$ cat src/hdl/hsb2rgb_pkg.sv
// ----------------------------------------------------------------------------
// HSB to RGB package
// Shared types and constants of the HSB to RGB color converter.
// ----------------------------------------------------------------------------
package hsb2rgb_pkg;

   // Width of every input component field (signed fixed point).
   localparam int IN_WIDTH = 18;

   // Width of one color channel and of the packed result.
   localparam int CH_WIDTH    = 8;
   localparam int COLOR_WIDTH = 32;

   // The alpha byte of every result is fully opaque.
   localparam logic [CH_WIDTH-1:0] ALPHA_BYTE = 8'hFF;

   // Cycles from an accepted request beat to its response beat.
   localparam int LATENCY = 4;

   // Hue sector, 0..5 after scaling the hue by six.
   typedef logic [2:0] sector_type;

   localparam sector_type SECT_RED_TO_YELLOW    = 3'd0;
   localparam sector_type SECT_YELLOW_TO_GREEN  = 3'd1;
   localparam sector_type SECT_GREEN_TO_CYAN    = 3'd2;
   localparam sector_type SECT_CYAN_TO_BLUE     = 3'd3;
   localparam sector_type SECT_BLUE_TO_MAGENTA  = 3'd4;
   localparam sector_type SECT_MAGENTA_TO_RED   = 3'd5;

endpackage

$ cat src/hdl/hsb_to_rgb_converter_top.sv
// ----------------------------------------------------------------------------
// HSB to RGB color converter
// Converts hue, saturation and brightness to a packed opaque ARGB word.
// ----------------------------------------------------------------------------
// Usage:
//  - Request channel: drive req_hue, req_saturation and req_brightness
//    (signed fixed point, 1 << FRAC_BITS stands for 1.0) and raise start.
//    A beat is taken at every rising edge where start is high and busy is
//    low. busy is never raised, so one beat can be taken on every cycle.
//  - Response channel: rsp_strobe is high for exactly one cycle with the
//    result on rsp_packed_color (0xFF, red, green, blue from the top byte).
//    The receiver cannot hold responses off; it must take each one.
//  - Throughput is one beat per cycle. The latency from the accepting edge
//    to the edge that takes the response is set by the four-stage pipeline:
//    clamp and hue scaling, the s*f multiplier, the p/q/t products, then
//    channel rounding and sector ordering.
//  - A synchronous reset clears all stage valid bits, so beats still in
//    flight are dropped and no response comes out for them.
//  - Components are clamped to 0..1.0; a hue of exactly 1.0 wraps to 0.
// ----------------------------------------------------------------------------
module hsb_to_rgb_converter_top #(
   parameter int FRAC_BITS = 16
) (
   input  logic                                      clock,
   input  logic                                      reset,
   input  logic                                      start,
   output logic                                      busy,
   input  logic signed [hsb2rgb_pkg::IN_WIDTH-1:0]   req_hue,
   input  logic signed [hsb2rgb_pkg::IN_WIDTH-1:0]   req_saturation,
   input  logic signed [hsb2rgb_pkg::IN_WIDTH-1:0]   req_brightness,
   output logic                                      rsp_strobe,
   output logic        [hsb2rgb_pkg::COLOR_WIDTH-1:0] rsp_packed_color
);

   localparam int IN_W  = hsb2rgb_pkg::IN_WIDTH;
   localparam int CH_W  = hsb2rgb_pkg::CH_WIDTH;
   // Unsigned width that holds 0..1.0 inclusive.
   localparam int ONE_W = FRAC_BITS + 1;
   // Width used to compare the input magnitude with 1.0.
   localparam int CMP_W = (FRAC_BITS + 2 > IN_W) ? FRAC_BITS + 2 : IN_W;
   // Hue times six needs three more bits than the fraction.
   localparam int HS_W  = FRAC_BITS + 3;
   // Product of two values in 0..1.0, at most 1.0 in Q(2*FRAC_BITS).
   localparam int X_W   = 2 * FRAC_BITS + 1;
   // Product times 255 plus the rounding half.
   localparam int ACC_W = X_W + CH_W;

   localparam logic [ONE_W-1:0] ONE      = {1'b1, {FRAC_BITS{1'b0}}};
   localparam logic [ACC_W-1:0] HALF_LSB = ACC_W'(1) << (2 * FRAC_BITS - 1);

   // The pipeline never stalls, so a beat can always be taken.
   assign busy = 1'b0;

   // Negative values go to zero, values above 1.0 go to 1.0.
   function automatic logic [ONE_W-1:0] clamp_value(input logic [IN_W-1:0] raw);
      logic [CMP_W-1:0] mag;
      logic [CMP_W-1:0] one_ext;
      mag     = CMP_W'(raw[IN_W-2:0]);
      one_ext = CMP_W'(ONE);
      if (raw[IN_W-1]) begin
         return '0;
      end else if (mag > one_ext) begin
         return ONE;
      end else begin
         return ONE_W'(mag);
      end
   endfunction

   // Round x * 255 half up to a byte; x never exceeds 1.0, so no saturation.
   function automatic logic [CH_W-1:0] to_byte(input logic [X_W-1:0] x);
      logic [ACC_W-1:0] acc;
      acc = {x, {CH_W{1'b0}}} - ACC_W'(x) + HALF_LSB;
      return acc[2*FRAC_BITS +: CH_W];
   endfunction

   // -------------------------------------------------------------------------
   // Stage 1: clamp the inputs, wrap a full-circle hue and scale it by six.
   // -------------------------------------------------------------------------
   logic                    s1_valid_ff;
   hsb2rgb_pkg::sector_type s1_sector_ff, s1_sector_in;
   logic [FRAC_BITS-1:0]    s1_f_ff, s1_f_in;
   logic [ONE_W-1:0]        s1_s_ff, s1_s_in;
   logic [ONE_W-1:0]        s1_v_ff, s1_v_in;

   logic [ONE_W-1:0]        hue_clamped;
   logic [FRAC_BITS-1:0]    hue_frac;
   logic [HS_W-1:0]         hue_x6;

   always_comb begin
      hue_clamped = clamp_value(req_hue);
      // After the wrap the hue is strictly below 1.0 and fits the fraction.
      hue_frac    = (hue_clamped == ONE) ? '0 : hue_clamped[FRAC_BITS-1:0];
      hue_x6      = HS_W'({hue_frac, 2'b00}) + HS_W'({hue_frac, 1'b0});
      s1_sector_in = hue_x6[HS_W-1:FRAC_BITS];
      s1_f_in      = hue_x6[FRAC_BITS-1:0];
      s1_s_in      = clamp_value(req_saturation);
      s1_v_in      = clamp_value(req_brightness);
   end

   // -------------------------------------------------------------------------
   // Stage 2: sf = s * f, truncated back to the fraction format.
   // -------------------------------------------------------------------------
   logic                    s2_valid_ff;
   hsb2rgb_pkg::sector_type s2_sector_ff;
   logic [ONE_W-1:0]        s2_s_ff;
   logic [ONE_W-1:0]        s2_v_ff;
   logic [ONE_W-1:0]        s2_sf_ff, s2_sf_in;
   logic [ONE_W+FRAC_BITS-1:0] sf_full;

   always_comb begin
      sf_full  = s1_s_ff * s1_f_ff;
      s2_sf_in = sf_full[ONE_W+FRAC_BITS-1:FRAC_BITS];
   end

   // -------------------------------------------------------------------------
   // Stage 3: p, q, t and v as exact products in Q(2*FRAC_BITS).
   // -------------------------------------------------------------------------
   logic                    s3_valid_ff;
   hsb2rgb_pkg::sector_type s3_sector_ff;
   logic [X_W-1:0]          s3_p_ff, s3_p_in;
   logic [X_W-1:0]          s3_q_ff, s3_q_in;
   logic [X_W-1:0]          s3_t_ff, s3_t_in;
   logic [X_W-1:0]          s3_vv_ff, s3_vv_in;

   logic [ONE_W-1:0]        factor_p;
   logic [ONE_W-1:0]        factor_q;
   logic [ONE_W-1:0]        factor_t;
   logic [2*ONE_W-1:0]      prod_p;
   logic [2*ONE_W-1:0]      prod_q;
   logic [2*ONE_W-1:0]      prod_t;

   always_comb begin
      factor_p = ONE - s2_s_ff;
      factor_q = ONE - s2_sf_ff;
      // sf never exceeds s, so this stays within 0..1.0.
      factor_t = ONE - s2_s_ff + s2_sf_ff;
      prod_p   = s2_v_ff * factor_p;
      prod_q   = s2_v_ff * factor_q;
      prod_t   = s2_v_ff * factor_t;
      s3_p_in  = prod_p[X_W-1:0];
      s3_q_in  = prod_q[X_W-1:0];
      s3_t_in  = prod_t[X_W-1:0];
      s3_vv_in = {s2_v_ff, {FRAC_BITS{1'b0}}};
   end

   // -------------------------------------------------------------------------
   // Stage 4: round each channel to a byte and order them by sector.
   // With zero saturation p, q and t all equal v, so every sector gives gray.
   // -------------------------------------------------------------------------
   logic                    rsp_strobe_ff;
   logic [hsb2rgb_pkg::COLOR_WIDTH-1:0] rsp_color_ff, rsp_color_in;

   logic [CH_W-1:0]         byte_p;
   logic [CH_W-1:0]         byte_q;
   logic [CH_W-1:0]         byte_t;
   logic [CH_W-1:0]         byte_v;
   logic [CH_W-1:0]         red;
   logic [CH_W-1:0]         green;
   logic [CH_W-1:0]         blue;

   always_comb begin
      byte_p = to_byte(s3_p_ff);
      byte_q = to_byte(s3_q_ff);
      byte_t = to_byte(s3_t_ff);
      byte_v = to_byte(s3_vv_ff);
      case (s3_sector_ff)
         hsb2rgb_pkg::SECT_RED_TO_YELLOW: begin
            red = byte_v; green = byte_t; blue = byte_p;
         end
         hsb2rgb_pkg::SECT_YELLOW_TO_GREEN: begin
            red = byte_q; green = byte_v; blue = byte_p;
         end
         hsb2rgb_pkg::SECT_GREEN_TO_CYAN: begin
            red = byte_p; green = byte_v; blue = byte_t;
         end
         hsb2rgb_pkg::SECT_CYAN_TO_BLUE: begin
            red = byte_p; green = byte_q; blue = byte_v;
         end
         hsb2rgb_pkg::SECT_BLUE_TO_MAGENTA: begin
            red = byte_t; green = byte_p; blue = byte_v;
         end
         default: begin
            // Magenta to red; the hue never yields a higher sector.
            red = byte_v; green = byte_p; blue = byte_q;
         end
      endcase
      rsp_color_in = {hsb2rgb_pkg::ALPHA_BYTE, red, green, blue};
   end

   // -------------------------------------------------------------------------
   // Valid bits travel with the data; only they are reset.
   // -------------------------------------------------------------------------
   always_ff @(posedge clock) begin
      if (reset) begin
         s1_valid_ff   <= 1'b0;
         s2_valid_ff   <= 1'b0;
         s3_valid_ff   <= 1'b0;
         rsp_strobe_ff <= 1'b0;
      end else begin
         s1_valid_ff   <= start && !busy;
         s2_valid_ff   <= s1_valid_ff;
         s3_valid_ff   <= s2_valid_ff;
         rsp_strobe_ff <= s3_valid_ff;
      end
   end

   always_ff @(posedge clock) begin
      s1_sector_ff <= s1_sector_in;
      s1_f_ff      <= s1_f_in;
      s1_s_ff      <= s1_s_in;
      s1_v_ff      <= s1_v_in;

      s2_sector_ff <= s1_sector_ff;
      s2_s_ff      <= s1_s_ff;
      s2_v_ff      <= s1_v_ff;
      s2_sf_ff     <= s2_sf_in;

      s3_sector_ff <= s2_sector_ff;
      s3_p_ff      <= s3_p_in;
      s3_q_ff      <= s3_q_in;
      s3_t_ff      <= s3_t_in;
      s3_vv_ff     <= s3_vv_in;

      rsp_color_ff <= rsp_color_in;
   end

   assign rsp_strobe       = rsp_strobe_ff;
   assign rsp_packed_color = rsp_color_ff;

endmodule

$ cat config.mk
export PLATFORM = sky130hd
export DESIGN_NAME = hsb_to_rgb_converter_top
export DESIGN_NICKNAME = d
export VERILOG_FILES = /design/src/hdl/hsb2rgb_pkg.sv /design/src/hdl/hsb_to_rgb_converter_top.sv
export SDC_FILE = /design/constraint.sdc
export NUM_CORES = 2
export LEC_CHECK = 0
export ABC_CLOCK_PERIOD_IN_PS = 15100
export BUFFER_PORTS_ARGS = -buffer_cell sky130_fd_sc_hd__clkbuf_2
export CORE_UTILIZATION = 45
export DETAILED_ROUTE_END_ITERATION = 10
export PLACE_DENSITY_LB_ADDON = 0.1
export SYNTH_ARGS = -nofsm -noshare
export SYNTH_HDL_FRONTEND = slang
export SYNTH_SLANG_ARGS = --single-unit
export TNS_END_PERCENT = 10
$ cat constraint.sdc
create_clock -name clock -period 15.1 [get_ports clock]
set_input_delay 0.755 -clock clock [delete_from_list [all_inputs] [get_ports clock]]
set_output_delay 0.755 -clock clock [all_outputs]
set_load 0.05 [all_outputs]
==> metrics.md <==
| Metric | Value |
|---|---|
| Number of global-route vias before repair | 36.8k |
| Synthesized area per cell | 8.88 um^2 |
| Cts repair resizes | 0 |
| Post-CTS setup buffers | 0 |
| Layout cells sized above 1 | 5.07% |
| Drc violations | 0 |
| Chip Width | 330 um |
| Relative slew margins | 22.2% |
| ANT cells | 0 |
| Commonest non-fill, non-tap cells in the layout | inv_1 (1136), fa_1 (864), nand2_1 (835) |
| First-pass GRT wire length | 197000 um |
| Crit path DAT | 10.43 ns |
| Lkg Pwr | 0.0258 uW |
| Largest family of logic cells by synthesized area | adder cells |
| Most common cell after layout, fill and taps aside | inv_1 |
| Root Driver | clkbuf_16 |
| Period Utilization, post-route | 65.9% |
| Drt initial violations | 1477 |
| CTS tree | yes |
| # setup viols final | 0 |
| Synth Area in Simple Gates | 16.1% |
| Req. time, crit path | 15.59 ns |
| Later-pin clock latency in the skew report | 0.58 ns |
| Placed Cells | 6793 |
| Post-route minimum period | 9.94 ns |
| Top cell by count, worst path | fa_1 |
| Clock-pin slew on the worst setup and hold paths | 0.07 ns |
| Fin util | 48.6% |
| Sequential area share after synthesis | 10.5% |
| Die area | 0.109 mm^2 |
| Max FO, Critical Path | 20 |
| EDFF count, synth | 0 |
| Hold Violations, Final | 0 |
| Fraction of the mapped netlist area in adder cells | 52.4% |
| Post-synth top flop | dfxtp_1 |
| WHS Path Cells | 0 |
| Max-cap viol count | 0 |
| H-tree depth | 2 |
| Peak supply drop | 0.161 mV |
| Critical path type | flip-flop to flip-flop |
| Fmax | 0.101 GHz |
| Fillcell total | 10.4k |
| Syn. warnings | 0 |
| Slowest cell on crit path | ha_1 |
| Detailed Place HPWL | 96200 um |
| Crit path capture type | flip-flop |
| Cells after synthesis | 5450 |
| Port buffer count | 81 |
| Mux cell area share after synthesis | 0.233% |
| Power per Cell Area | 174 mW/mm^2 |
| Synth Area in XOR/XNOR | 3.71% |
| Flops & latches, synth | 253 |
| Clk sinks | 253 |
| Largest net degree at the start of global routing | 53 |
| Asr flop ratio synth | 0% |
| Overflow after GRT | 0 |
| Crit path launch type | flip-flop |
| Cells on worst reg2reg path | 32 |
| Nets | 7002 |
| CP max stage delay | 0.85 ns |
| Drt first pass iters | 5 |
| Number of top-level pins | 91 |
| Clock skew | 0.0271 ns |
| Final TNS setup | 0 ns |
| Tightest Pin Transition | 1.16 ns |
| Compound-Gate Fraction of Synth Area | 6.52% |
| Die Span Y | 330 um |
| Yosys top cell area share | 35.7% |
| Final antenna-violating net count | 0 |
| Initial antenna violation count | 3 |
| Final non-filler cell total | 6853 |
| Placer Congestion | 0.842 |
| Cell taking the most area after synthesis | fa_1 |
| Dominant cells by area after synthesis | fa_1 (36%), ha_1 (17%), dfxtp_1 (10%) |
| Row cnt | 119 |
| HP Class | flip-flop to flip-flop |
| Final Max Slew Viols | 0 |
| CTS hold repair buffers | 0 |
| RSZ-0062 raised after global routing | no |
| Tot GR Track Use | 23.0% |
| Post-synthesis cell type count | 74 |
| Initial Utilization | 45.7% |
| Total wire length | 120000 um |
| Deepest clock path buffer count | 3 |
| Status | completed |
| Routed vias/inst | 5.07 |
| WL/cell | 17.5 um |
| Layout area overhead | 6.51% |
| Routed via count | 34.7k |
| Core Area | 0.106 mm^2 |
| Total CTS buffers | 34 |
| Synth Cell Area | 0.0484 mm^2 |
## final cells by class
class	count	area [um^2]	share of cell area [%]
clock buffer	37	883	1.71
sequential	253	5090	9.86
inverter	1136	4260	8.27
multi-input combinational	3848	38300	74.3
timing repair buffer	165	1040	2.01
tap	1391	1740	3.38
clock inverter	23	253	0.490
## cells in the mapped netlist (all sizes together), types with 29 or more instances
master / count
inv: 1136
fa: 864
nand2: 836
ha: 643
and2: 416
dfxtp: 253
clkbuf: 210
a21oi: 163
xnor2: 145
nor2: 120
o21ai: 86
a21o: 61
xor2: 55
nor3: 42
nand3: 32
nand2b: 29
## sequential cells by signal (all words and copies together), names as in the netlist, 15 cells and up
name and count:
s3_p_ff 33, s3_q_ff 33, s3_t_ff 33, rsp_packed_color 24
s1_s_ff 17, s1_v_ff 17, s2_s_ff 17, s2_sf_ff 17
s2_v_ff 17, s3_vv_ff 17, s1_f_ff 15
## routing by layer
layer / share of wire [%] / global-route usage, % / routed length, um / up-vias
met5: 0.010 / 0 / 12 / -
met4: 1.8 / 4.34 / 2210 / 2
met3: 3.9 / 2.42 / 4670 / 123
met2: 48 / 40.3 / 57900 / 612
met1: 46 / 30.9 / 55100 / 17300
li1: - / - / - / 16700
## where the power goes
part           leakage [uW]  internal (uW)  switching, uW  total, uW
clock network      0.000543            484            351        835
registers           0.00211            915            159       1070
logic                0.0232           2790           4260       7050
## worst paths after layout
| path | from | end | slack [ns] |
|---|---|---|---|
| max | s2_s_ff[0]$_DFF_P_ | s3_t_ff[32]$_DFF_P_ | 5.16 |
| min | s1_v_ff[5]$_SDFF_PP0_ | s2_v_ff[5]$_DFF_P_ | 0.32 |
| max reg2reg | s2_s_ff[0]$_DFF_P_ | s3_t_ff[32]$_DFF_P_ | 5.16 |
| min reg2reg | s1_v_ff[5]$_SDFF_PP0_ | s2_v_ff[5]$_DFF_P_ | 0.32 |
## worst max-delay path: cells and delay by family, from the launching register on
family	cells	cell delay [ns]
fa+ha+maj	9	4.46
compound gates	12	2.73
xor+xnor	3	0.99
flops	1	0.83
simple gates	3	0.44
buf+inv	5	0.41
## through the flow
stage / setup slack (ns) / cell area (um^2) / hold WS, ns / total power, uW
after floorplan: 6.51 / 48400 / 0.310 / 6230
after global placement: 5.30 / 50400 / 0.313 / 8130
after detailed placement: 5.21 / 50400 / 0.312 / 8180
after CTS: 5.16 / 51600 / 0.311 / 9100
after global routing: 4.42 / 51600 / 0.330 / 10100
final: 5.16 / 51600 / 0.320 / 8960
## logic make-up after synthesis
kind of cell,count (synthesis)
XOR/XNOR,200
other,2
multiplexers,11
buffers and inverters,1356
AND/OR/NAND/NOR,1627
AO/OA/AOI/OAI,494
adder cells (fa/ha/maj),1507
flip-flops,253
Power figures use the tool's default switching activity.
